===== src/hdl/dnr_pkg.sv =====
`timescale 1ns / 1ps

package dnr_pkg;

	localparam int WIDE_BITS_DEF = 192;
	localparam int MAX_SCALE_DEF = 28;
	localparam int IN_BITS       = 192;  // three 64-bit input words
	localparam int RES_BITS      = 96;
	localparam int LOW_NIB       = RES_BITS / 4;
	localparam int SCALE_W       = 8;
	localparam int RES_SCALE_W   = 5;

	localparam logic [1:0] STATUS_NORMAL = 2'd0;
	localparam logic [1:0] STATUS_POS_OV = 2'd1;
	localparam logic [1:0] STATUS_NEG_OV = 2'd2;

	typedef enum logic [1:0] {
		OP_IDLE,
		OP_LOAD,
		OP_DIV,
		OP_RND
	} dnr_op_t;

	typedef enum logic [2:0] {
		ST_IDLE,
		ST_CHECK,
		ST_DIV,
		ST_RND,
		ST_DONE
	} dnr_state_t;

	// datapath control word, one nibble step per cycle
	typedef struct packed {
		dnr_op_t op;
		logic    first;  // first nibble of a pass
		logic    upper;  // nibble sits at bit 96 or above
	} dnr_ctl_t;

	typedef struct packed {
		logic upper_nz;  // bits at and above 96 nonzero
		logic round_up;
	} dnr_sts_t;

endpackage


===== src/hdl/decimal_normalize_round_top.sv =====
`timescale 1ns / 1ps
// Decimal normalize and round.
// Input channel (in_valid / in_stall): a mantissa of up to 192 bits in three
// 64-bit words, a decimal scale and a sign. Output channel (out_valid /
// out_stall): a 96-bit mantissa, the reduced scale, the sign and a status
// (normal, positive overflow, negative overflow).
// The mantissa sits in one shift register and is divided by ten one nibble
// per cycle over N = ceil(WIDE_BITS/4) nibbles (48 at 192 bits). Items
// are processed one at a time; in_stall is high from acceptance until the
// result is moved into the output register.
// A finished result waits in the output register while the receiver
// stalls; the next item is accepted and processed meanwhile, and its
// result waits inside until the register frees up.
// Reset (arst_n low) empties the output register and returns to idle.
module decimal_normalize_round_top #(
	parameter int WIDE_BITS = dnr_pkg::WIDE_BITS_DEF,
	parameter int MAX_SCALE = dnr_pkg::MAX_SCALE_DEF
) (
	input  logic        clk,
	input  logic        arst_n,
	input  logic        in_valid,
	output logic        in_stall,
	input  logic [63:0] mant_word0,
	input  logic [63:0] mant_word1,
	input  logic [63:0] mant_word2,
	input  logic [7:0]  in_scale,
	input  logic        in_sign,
	output logic        out_valid,
	input  logic        out_stall,
	output logic [63:0] res_low,
	output logic [31:0] res_high,
	output logic [4:0]  res_scale,
	output logic        res_sign,
	output logic [1:0]  res_status
);
	import dnr_pkg::*;

	localparam int NIB = (WIDE_BITS + 3) / 4;
	localparam int W   = NIB * 4;

	logic                in_accept;
	logic                out_free;
	logic                busy;
	logic                finish;
	logic [IN_BITS-1:0]  in_full;
	logic [W-1:0]        load_mant;
	logic [SCALE_W-1:0]  scale;
	logic [RES_BITS-1:0] mant_low;
	logic                sign_q;
	logic                out_valid_q;
	dnr_ctl_t            ctl;
	dnr_sts_t            sts;

	assign in_accept = in_valid && !in_stall;
	assign in_stall  = busy;
	assign out_free  = !out_valid_q || !out_stall;

	// bits at and above WIDE_BITS are dropped, padding up to a whole nibble
	assign in_full   = {mant_word2, mant_word1, mant_word0};
	assign load_mant = W'(in_full[WIDE_BITS-1:0]);

	dnr_ctrl #(
		.NIB       (NIB),
		.MAX_SCALE (MAX_SCALE)
	) u_ctrl (
		.clk         (clk),
		.arst_n      (arst_n),
		.start       (in_accept),
		.start_scale (in_scale),
		.out_free    (out_free),
		.sts         (sts),
		.ctl         (ctl),
		.busy        (busy),
		.finish      (finish),
		.scale       (scale)
	);

	dnr_datapath #(
		.NIB (NIB)
	) u_dp (
		.clk       (clk),
		.arst_n    (arst_n),
		.ctl       (ctl),
		.load_mant (load_mant),
		.sts       (sts),
		.mant_low  (mant_low)
	);

	always_ff @(posedge clk) begin
		if (in_accept) sign_q <= in_sign;
	end

	// output register
	always_ff @(posedge clk or negedge arst_n) begin
		if (!arst_n) begin
			out_valid_q <= 1'b0;
		end else if (finish) begin
			out_valid_q <= 1'b1;
		end else if (!out_stall) begin
			out_valid_q <= 1'b0;
		end
	end

	always_ff @(posedge clk) begin
		if (finish) begin
			res_sign <= sign_q;
			if (sts.upper_nz) begin
				res_low    <= '0;
				res_high   <= '0;
				res_scale  <= '0;
				res_status <= sign_q ? STATUS_NEG_OV : STATUS_POS_OV;
			end else begin
				res_low    <= mant_low[63:0];
				res_high   <= mant_low[95:64];
				res_scale  <= scale[RES_SCALE_W-1:0];
				res_status <= STATUS_NORMAL;
			end
		end
	end

	assign out_valid = out_valid_q;

endmodule


===== src/hdl/dnr_datapath.sv =====
`timescale 1ns / 1ps

module dnr_datapath #(
	parameter int NIB = 48
) (
	input  logic                     clk,
	input  logic                     arst_n,
	input  dnr_pkg::dnr_ctl_t        ctl,
	input  logic [NIB*4-1:0]         load_mant,
	output dnr_pkg::dnr_sts_t        sts,
	output logic [dnr_pkg::RES_BITS-1:0] mant_low
);
	import dnr_pkg::*;

	localparam int W = NIB * 4;

	logic [W-1:0] mant_q, mant_d;
	logic [3:0]   rem_q, rem_d;
	logic         upz_q, upz_d;
	logic         carry_q, carry_d;

	// mantissa rotates left by a nibble while dividing (MSB first),
	// right by a nibble while rounding (LSB first)
	always_comb begin
		logic [7:0]  cur;
		logic [15:0] prod;
		logic [3:0]  qd;
		logic [7:0]  rfull;
		logic [4:0]  sum;
		logic        cin;
		logic        upz_base;
		mant_d   = mant_q;
		rem_d    = rem_q;
		upz_d    = upz_q;
		carry_d  = carry_q;
		cur      = {(ctl.first ? 4'd0 : rem_q), mant_q[W-1 -: 4]};
		prod     = 16'(cur) * 16'd205;  // x*205>>11 == x/10 for x < 1024
		qd       = prod[14:11];
		rfull    = cur - {1'b0, qd, 3'b000} - {3'b000, qd, 1'b0};
		cin      = ctl.first ? sts.round_up : carry_q;
		sum      = {1'b0, mant_q[3:0]} + {4'd0, cin};
		upz_base = ctl.first ? 1'b0 : upz_q;
		unique case (ctl.op)
			OP_LOAD: begin
				mant_d  = load_mant;
				rem_d   = 4'd0;
				upz_d   = |load_mant[W-1:RES_BITS];
				carry_d = 1'b0;
			end
			OP_DIV: begin
				mant_d = {mant_q[W-5:0], qd};
				rem_d  = rfull[3:0];
				upz_d  = upz_base | (ctl.upper & (|qd));
			end
			OP_RND: begin
				mant_d  = {sum[3:0], mant_q[W-1:4]};
				carry_d = sum[4];
				upz_d   = upz_base | (ctl.upper & (|sum[3:0]));
			end
			default: begin
			end
		endcase
	end

	always_ff @(posedge clk or negedge arst_n) begin
		if (!arst_n) begin
			rem_q   <= 4'd0;
			upz_q   <= 1'b0;
			carry_q <= 1'b0;
		end else begin
			rem_q   <= rem_d;
			upz_q   <= upz_d;
			carry_q <= carry_d;
		end
	end

	always_ff @(posedge clk) begin
		mant_q <= mant_d;
	end

	// half to even on the last remainder only
	assign sts.round_up = (rem_q > 4'd5) || ((rem_q == 4'd5) && mant_q[0]);
	assign sts.upper_nz = upz_q;
	assign mant_low     = mant_q[RES_BITS-1:0];

endmodule


===== src/hdl/dnr_ctrl.sv =====
`timescale 1ns / 1ps

module dnr_ctrl #(
	parameter int NIB       = 48,
	parameter int MAX_SCALE = 28
) (
	input  logic                          clk,
	input  logic                          arst_n,
	input  logic                          start,
	input  logic [dnr_pkg::SCALE_W-1:0]   start_scale,
	input  logic                          out_free,
	input  dnr_pkg::dnr_sts_t             sts,
	output dnr_pkg::dnr_ctl_t             ctl,
	output logic                          busy,
	output logic                          finish,
	output logic [dnr_pkg::SCALE_W-1:0]   scale
);
	import dnr_pkg::*;

	localparam int KW = $clog2(NIB);

	dnr_state_t          state_q, state_d;
	logic [KW-1:0]       k_q, k_d;
	logic [SCALE_W-1:0]  scale_q, scale_d;
	logic                need_div;
	logic                last_nib;

	assign need_div = (sts.upper_nz && (scale_q != '0)) || (scale_q > SCALE_W'(MAX_SCALE));
	assign last_nib = (k_q == KW'(NIB - 1));

	// next state
	always_comb begin
		state_d = state_q;
		k_d     = k_q;
		scale_d = scale_q;
		unique case (state_q)
			ST_IDLE: begin
				if (start) begin
					state_d = ST_CHECK;
					scale_d = start_scale;
				end
			end
			ST_CHECK: begin
				k_d = '0;
				if (need_div) begin
					state_d = ST_DIV;
					scale_d = scale_q - SCALE_W'(1);
				end else begin
					state_d = ST_RND;
				end
			end
			ST_DIV: begin
				k_d = k_q + KW'(1);
				if (last_nib) state_d = ST_CHECK;
			end
			ST_RND: begin
				k_d = k_q + KW'(1);
				if (last_nib) state_d = ST_DONE;
			end
			ST_DONE: begin
				if (out_free) state_d = ST_IDLE;
			end
			default: state_d = ST_IDLE;
		endcase
	end

	// outputs
	always_comb begin
		ctl.op    = OP_IDLE;
		ctl.first = (k_q == '0);
		ctl.upper = 1'b0;
		busy      = 1'b1;
		finish    = 1'b0;
		unique case (state_q)
			ST_IDLE: begin
				busy = 1'b0;
				if (start) ctl.op = OP_LOAD;
			end
			ST_CHECK: begin
			end
			ST_DIV: begin
				ctl.op    = OP_DIV;
				ctl.upper = (k_q < KW'(NIB - LOW_NIB));
			end
			ST_RND: begin
				ctl.op    = OP_RND;
				ctl.upper = (k_q >= KW'(LOW_NIB));
			end
			ST_DONE: begin
				finish = out_free;
			end
			default: begin
			end
		endcase
	end

	always_ff @(posedge clk or negedge arst_n) begin
		if (!arst_n) begin
			state_q <= ST_IDLE;
			k_q     <= '0;
			scale_q <= '0;
		end else begin
			state_q <= state_d;
			k_q     <= k_d;
			scale_q <= scale_d;
		end
	end

	assign scale = scale_q;

endmodule


===== config.mk =====
export PLATFORM = sky130hd
export DESIGN_NAME = decimal_normalize_round_top
export DESIGN_NICKNAME = d
export VERILOG_FILES = /design/src/hdl/dnr_pkg.sv /design/src/hdl/decimal_normalize_round_top.sv /design/src/hdl/dnr_datapath.sv /design/src/hdl/dnr_ctrl.sv
export SDC_FILE = /design/constraint.sdc
export NUM_CORES = 1
export LEC_CHECK = 0
export ABC_AREA = 1
export BUFFER_PORTS_ARGS = -buffer_cell sky130_fd_sc_hd__buf_2
export CAP_MARGIN = 20
export CORE_MARGIN = 1
export CORE_UTILIZATION = 50
export CTS_BUF_LIST = sky130_fd_sc_hd__clkbuf_4
export CTS_CLUSTER_DIAMETER = 100
export DETAILED_ROUTE_END_ITERATION = 10
export PLACE_DENSITY = 0.87
export REMOVE_ABC_BUFFERS = 1
export SLEW_MARGIN = 20
export SYNTH_ARGS = -nofsm -noshare
export SYNTH_HDL_FRONTEND = slang
export SYNTH_SLANG_ARGS = --single-unit

===== constraint.sdc =====
create_clock -name clk -period 6.06 [get_ports clk]
set_clock_uncertainty 0.15 [all_clocks]
set_input_delay 1.515 -clock clk [delete_from_list [all_inputs] [get_ports clk]]
set_output_delay 1.515 -clock clk [all_outputs]
set_load 0.01 [all_outputs]

==> results of run 1 <==
## cells in the final DEF (no fill, tap or decap), types with 10 or more instances in the layout
cell	netlist	routed
a21oi_1	379	379
nor2_1	314	313
buf_2	27	310
edfxtp_1	297	297
nand2_1	280	280
inv_1	197	196
clkbuf_4	0	127
ha_1	49	47
nor4_1	24	24
dfrtp_1	24	23
o21ai_0	19	19
nand3_1	17	17
a22oi_1	16	16
fa_1	11	11
buf_4	2	11
nand2_2	10	10
## layer usage
| metal | GRT usage, % | share of wire [%] | vias to the layer above |
|---|---|---|---|
| met5 | 0 | 0.054 | - |
| met4 | 11.4 | 3.3 | 4 |
| met3 | 5.24 | 9.3 | 114 |
| met2 | 41.9 | 48 | 877 |
| met1 | 32.9 | 40 | 6634 |
| li1 | - | - | 6733 |
## worst min-delay path by stage
stage	from	to	slack, ns	cells after the start
2_1_floorplan	sign_q	res_sign	0.30	0
3_3_place_gp	sign_q	res_sign	0.32	0
3_5_place_dp	sign_q	res_sign	0.35	0
4_1_cts	sign_q	res_sign	0.37	0
5_1_grt	sign_q	res_sign	0.37	0
6_report	sign_q	res_sign	0.36	0
## state kept, by name, indices dropped and copies added (netlist names), 2 cells and up
name            cells
u_ctrl.state_q      3
res_high           32
res_scale           5
u_ctrl.k_q          6
res_status          2
res_low            64
u_ctrl.scale        8
u_dp.mant_q       192
u_dp.rem_q          4
## critical path: cells and delay by family, from the launching register on
family                     cells  cell delay [ns]
adders and majority gates      7             2.48
xor gates and xnor gates       1             0.15
buffers and inverters          8             0.54
DFF                            1             0.40
and+or+nand+nor               13             1.18
## power breakdown
group          leakage (nW)  internal, mW  total (mW)         switching [mW]
sequential             3.06          2.41        2.41  0.0000000000000000207
combinational          4.65        0.0809       0.167                 0.0861
clock                 0.641          1.03        1.91                  0.876
## synth_stat cells, types with 12 or more instances
| cell | instances | area share [%] |
|---|---|---|
| edfxtp_1 | 297 | 54 |
| ha_1 | 49 | 3.7 |
| nor4_1 | 24 | 0.90 |
| o21ai_0 | 19 | 0.57 |
| nand3_1 | 17 | 0.51 |
| nand2_1 | 280 | 6.3 |
| a21oi_1 | 379 | 11 |
| dfrtp_1 | 24 | 3.6 |
| a22oi_1 | 16 | 0.72 |
| buf_2 | 27 | 0.81 |
| buf_6 | 12 | 0.81 |
| clkbuf_1 | 58 | 1.3 |
| inv_1 | 197 | 4.4 |
| nor2_1 | 314 | 7.1 |
## final cells by class
cell class	instances	area (um2)	share of cell area, %
sequential	321	9520	48.8
multi-input combinational	1173	5910	30.3
timing repair buffer	323	1670	8.58
clock buffer	127	953	4.89
inverter	201	767	3.93
tap	442	553	2.84
clock inverter	14	108	0.552
antenna	6	15.0	0.0770
## kinds of logic after synthesis
kind of cell,count (synthesis),synth area share [%]
and+or+nand+nor,668,16.1
AOI/OAI and AO/OA,435,13.6
adders and majority gates,60,5.00
xor gates and xnor gates,10,0.526
DFF,321,57.1
buffers and inverters,303,7.61
## through the flow
| stage | setup TNS, ns | instance area [um2] |
|---|---|---|
| 4_1_cts | 0 | 19500 |
| 2_1_floorplan | -1664.13 | 16100 |
| 6_report | 0 | 19500 |
| 3_3_place_gp | 0 | 18400 |
| 5_1_grt | 0 | 19500 |
| 3_5_place_dp | 0 | 18400 |
==> metrics.txt, run 1 <==
Tcrit/Tclk final 82.4%; f_max 0.200 GHz; R2R Path End u_dp.rem_q[3]; HPWL Detailed 30200 um; Pwr Density 230 nW/um2; FF-to-FF Start u_ctrl.k_q[0]; total track usage 25.6%; Slew headroom 27.5%; Initial DRT Pass Iterations 5; Post-CTS Resized 0; crit path max fanout 7; Worst-path clk slew 0.07 ns; Die Y 185 um; worst-margin pin slew 1.09 ns; Initial Util 51.0%; Crit-path slowest cell fa_1; cell total after placement 2460; Worst setup EP type flip-flop; # Post-CTS Setup Buffers 0; Worst setup SP type flip-flop; Die Footprint 34100 um2; Total Power 4.48 mW; clock buffer depth 3; # rows 66; critical setup path kind flip-flop to flip-flop; synth-to-layout area growth 17.1%; minimum hold slack 0.365 ns; CTS Hold Bufs 0; Leakage 8.35 nW; Die W 185 um; Post-Layout Cell Count 2607; CP dominant cell by count nand2_1; CTS tree built; cells after synthesis 1797; largest net degree at the start of global routing 158; nets 2370; worst min-delay path class flip-flop to flip-flop; RSZ-0062 raised after global routing no; maximum VDD drop 0.159 mV; share of flip-flops with an asynchronous set or reset 7.48%; worst skew pair latency 0.71 ns; outcome complete, no violations; drt wl/cell 17.0 um; final antenna-violating net count 0; final core occ 59.6%; Synth warnings 0; FF-to-FF path depth 29; CTS root buffer clkbuf_4; via count of the routed design 14400; CP Data Arrival Time 5.43 ns; initial antenna violation count 3; Setup crit start u_ctrl.k_q[0]; CTS buffer count 85; max-capacitance violation count 0; Post-synth EDFFs 297; prevailing post-synth register cell edfxtp_1; total gr overflow 0; Core Box Area 32700 um2; post-layout worst setup margin 1.07 ns; Avg Vias per Cell 5.51; sink count of the clock tree 321; detailed-route wire length 44300 um; Fin. Hold Viols 0; fin crit period 4.99 ns; Mapped Area 16700 um2; H-tree levels 3; register area share after synthesis 57.1%; CP required 6.50 ns; PortBufs 310; slowest stage delay, CP 0.53 ns; pre-CTS setup slack 1.07 ns; number of global-route vias before repair 13700; post-route DRC violation count 0; Syn Area/Cell 9.27 um2; #FFs+latches synth 321; # setup viols final 0; global placement routability congestion 0.916; I/O pins 311; R2R setup slack 1.07 ns; Yosys cell types 40; fill count 2779; first-pass GRT wire length 68500 um; max-slew violations 0; initial drt markers 1307; share of layout cells above drive strength 1 22.4%; CP Capture Point u_dp.rem_q[3]
Power figures use the tool's default switching activity.
==> inputs of run 2 (changes only) <==
- clock period: 6.06 -> 4.1 ns (I/O delays scaled with it)
==> run 2 against run 1 <==
  * The flow now finishes with violations (setup timing)
  * Combinational power is 50% higher
  * Total power up 49%
  * Worst hold slack lost 0.20 ns
  * Routed wire length is 3.5% higher
  * Core utilization grew 2.5 points
  * Critical path type unchanged
  * Critical endpoint unchanged
==> metrics.txt, run 2 (same netlist as run 1, synthesis figures left out) <==
Avg Vias per Cell 5.49 (-0.38%); Crit-path slowest cell fa_2; Core Box Area 32700 um2 (unchanged); Worst-path clk slew 0.07 ns (about the same); I/O pins 311 (unchanged); max-capacitance violation count 0 (unchanged); sink count of the clock tree 321 (unchanged); final antenna-violating net count 0 (unchanged); post-layout worst setup margin -0.526 ns (-1.59 ns); Die Y 185 um (unchanged); RSZ-0062 raised after global routing yes; PortBufs 310 (unchanged); max-slew violations 0 (unchanged); Die W 185 um (unchanged); max reg flops 192 (unchanged); first-pass GRT wire length 69800 um (+1.8%); CTS root buffer clkbuf_4; Tcrit/Tclk final 113% (+30 points); largest reg by FF count u_dp.mant_q; worst-margin pin slew 0.969 ns (-0.119 ns); post-route DRC violation count 0 (unchanged); CP dominant cell by count nand2_1; Post-DP Area 18800 um2 (+2.1%); Fin. Hold Viols 0 (unchanged); CTS buffer count 84 (-1.2%); H-tree levels 3 (unchanged); crit path max fanout 3 (-4); Worst setup SP type flip-flop; largest net degree at the start of global routing 218 (+38%); CP required 4.54 ns (-1.96 ns); final core occ 62.2% (+2.5 points); maximum VDD drop 0.190 mV (+20%); worst skew pair latency 0.70 ns (about the same); most frequent cells in the layout 374 x a21oi_1, 310 x nor2_1, 310 x buf_2, 297 x edfxtp_1, 269 x nand2_1; Worst setup EP type flip-flop; worst min-delay path class input port to asynchronous set/reset pin; via count of the routed design 14600 (+2.0%); synth-to-layout area growth 22.0%; Die Footprint 34100 um2 (unchanged); total negative setup slack -2.81 ns (-2.81 ns); CP Data Arrival Time 5.07 ns (-0.36 ns); nets 2422 (+2.2%); initial drt markers 1363 (+4.3%); slowest stage delay, CP 0.58 ns (+0.05 ns); R2R setup slack -0.53 ns (-1.59 ns); # setup viols final 8 (+8); post-route cell area 20300 um2 (+4.2%); fin crit period 4.63 ns (-0.368 ns); number of global-route vias before repair 13900 (+1.5%); Slew headroom 35.4% (+7.9 points); Pwr Density 329 nW/um2 (+43%); Initial DRT Pass Iterations 8 (+3); global placement routability congestion 0.900 (-1.7%); top flop regs u_dp.mant_q x192, res_low x64, res_high x32; failing checks setup timing; Initial Util 51.0% (unchanged); share of layout cells above drive strength 1 26.5% (+4.1 points); clock buffer depth 3 (unchanged); f_max 0.216 GHz (+8.0%); Leakage 8.68 nW (+4.0%); drt wl/cell 17.2 um (+1.1%); CTS Hold Bufs 0 (unchanged); total gr overflow 0 (unchanged); critical setup path kind flip-flop to flip-flop; HPWL Detailed 31000 um (+2.6%); detailed-route wire length 45900 um (+3.5%); total track usage 26.1% (+0.42 points); outcome finished, violations left; most common cell after layout, fill and taps aside a21oi_1; # rows 66 (unchanged); minimum hold slack 0.167 ns (-0.198 ns); CTS tree built; initial antenna violation count 10 (+7)
## run 2: cell count changes in the layout (fill, tap and decap cells not counted), sizes merged
cell,previous run,this run
clkinv,10,11
buf,323,376
clkinvlp,0,4
clkbuf,127,129
diode,6,8
## run 2: worst max-delay path: cells and delay by family (launching register included)
kind | cells | cell delay, ns
xor+xnor | 1 | 0.17
fa+ha+maj | 7 | 2.14
simple gates | 13 | 0.96
flops | 1 | 0.34
buf+inv | 8 | 0.75
## run 2: worst paths after layout
| path | from | endpoint | cells after the start |
|---|---|---|---|
| min in group clk | sign_q | res_sign | 0 |
| max in group asynchronous | arst_n | u_dp.upz_q | 1 |
| hold / removal | arst_n | u_ctrl.scale[5] | 1 |
| setup reg to reg | u_ctrl.k_q[0] | u_dp.rem_q[3] | 29 |
| setup / recovery | u_ctrl.k_q[0] | u_dp.rem_q[3] | 29 |
| hold reg to reg | sign_q | res_sign | 0 |
## run 2: repair_timing
action                                  in CTS  in global routing
pin swaps                                   27                 25
gates resized for setup                     40                 25
buffers inserted                            10                  4
endpoints found under the setup margin       8                  8
## run 2: final cells by class
class                   count  area, um2
clock inverters            19        141
diodes                      8       20.0
well taps                 442        553
fillers                  2674      12400
inverters                 201        769
multi-input cells        1173       6180
flip-flops and latches    321       9520
clock buffers             129        968
repair buffers            376       2170
## run 2: metrics by stage
stage | total power, mW | worst slack (ns) | cells
floorplan | 3.71 | -7.94 | 1695
global placement | 3.86 | -0.546 | 2501
detailed placement | 3.87 | -0.711 | 2501
CTS | 6.74 | -0.394 | 2658
global route | 6.91 | -0.768 | 2666
finish | 6.69 | -0.526 | 2669
## run 2: metal layers
layer	track usage [%]	routed length, um
met4	12.2	1780
met2	42.6	22100
met1	32.9	17600
met3	5.79	4350
met5	0	50
## run 2: report_power, final
part                  switching (mW)  internal [mW]  total, mW
combinational                  0.131          0.120      0.251
clock                           1.32           1.56       2.88
sequential     0.0000000000000000347           3.56       3.56
total                           1.46           5.23       6.69
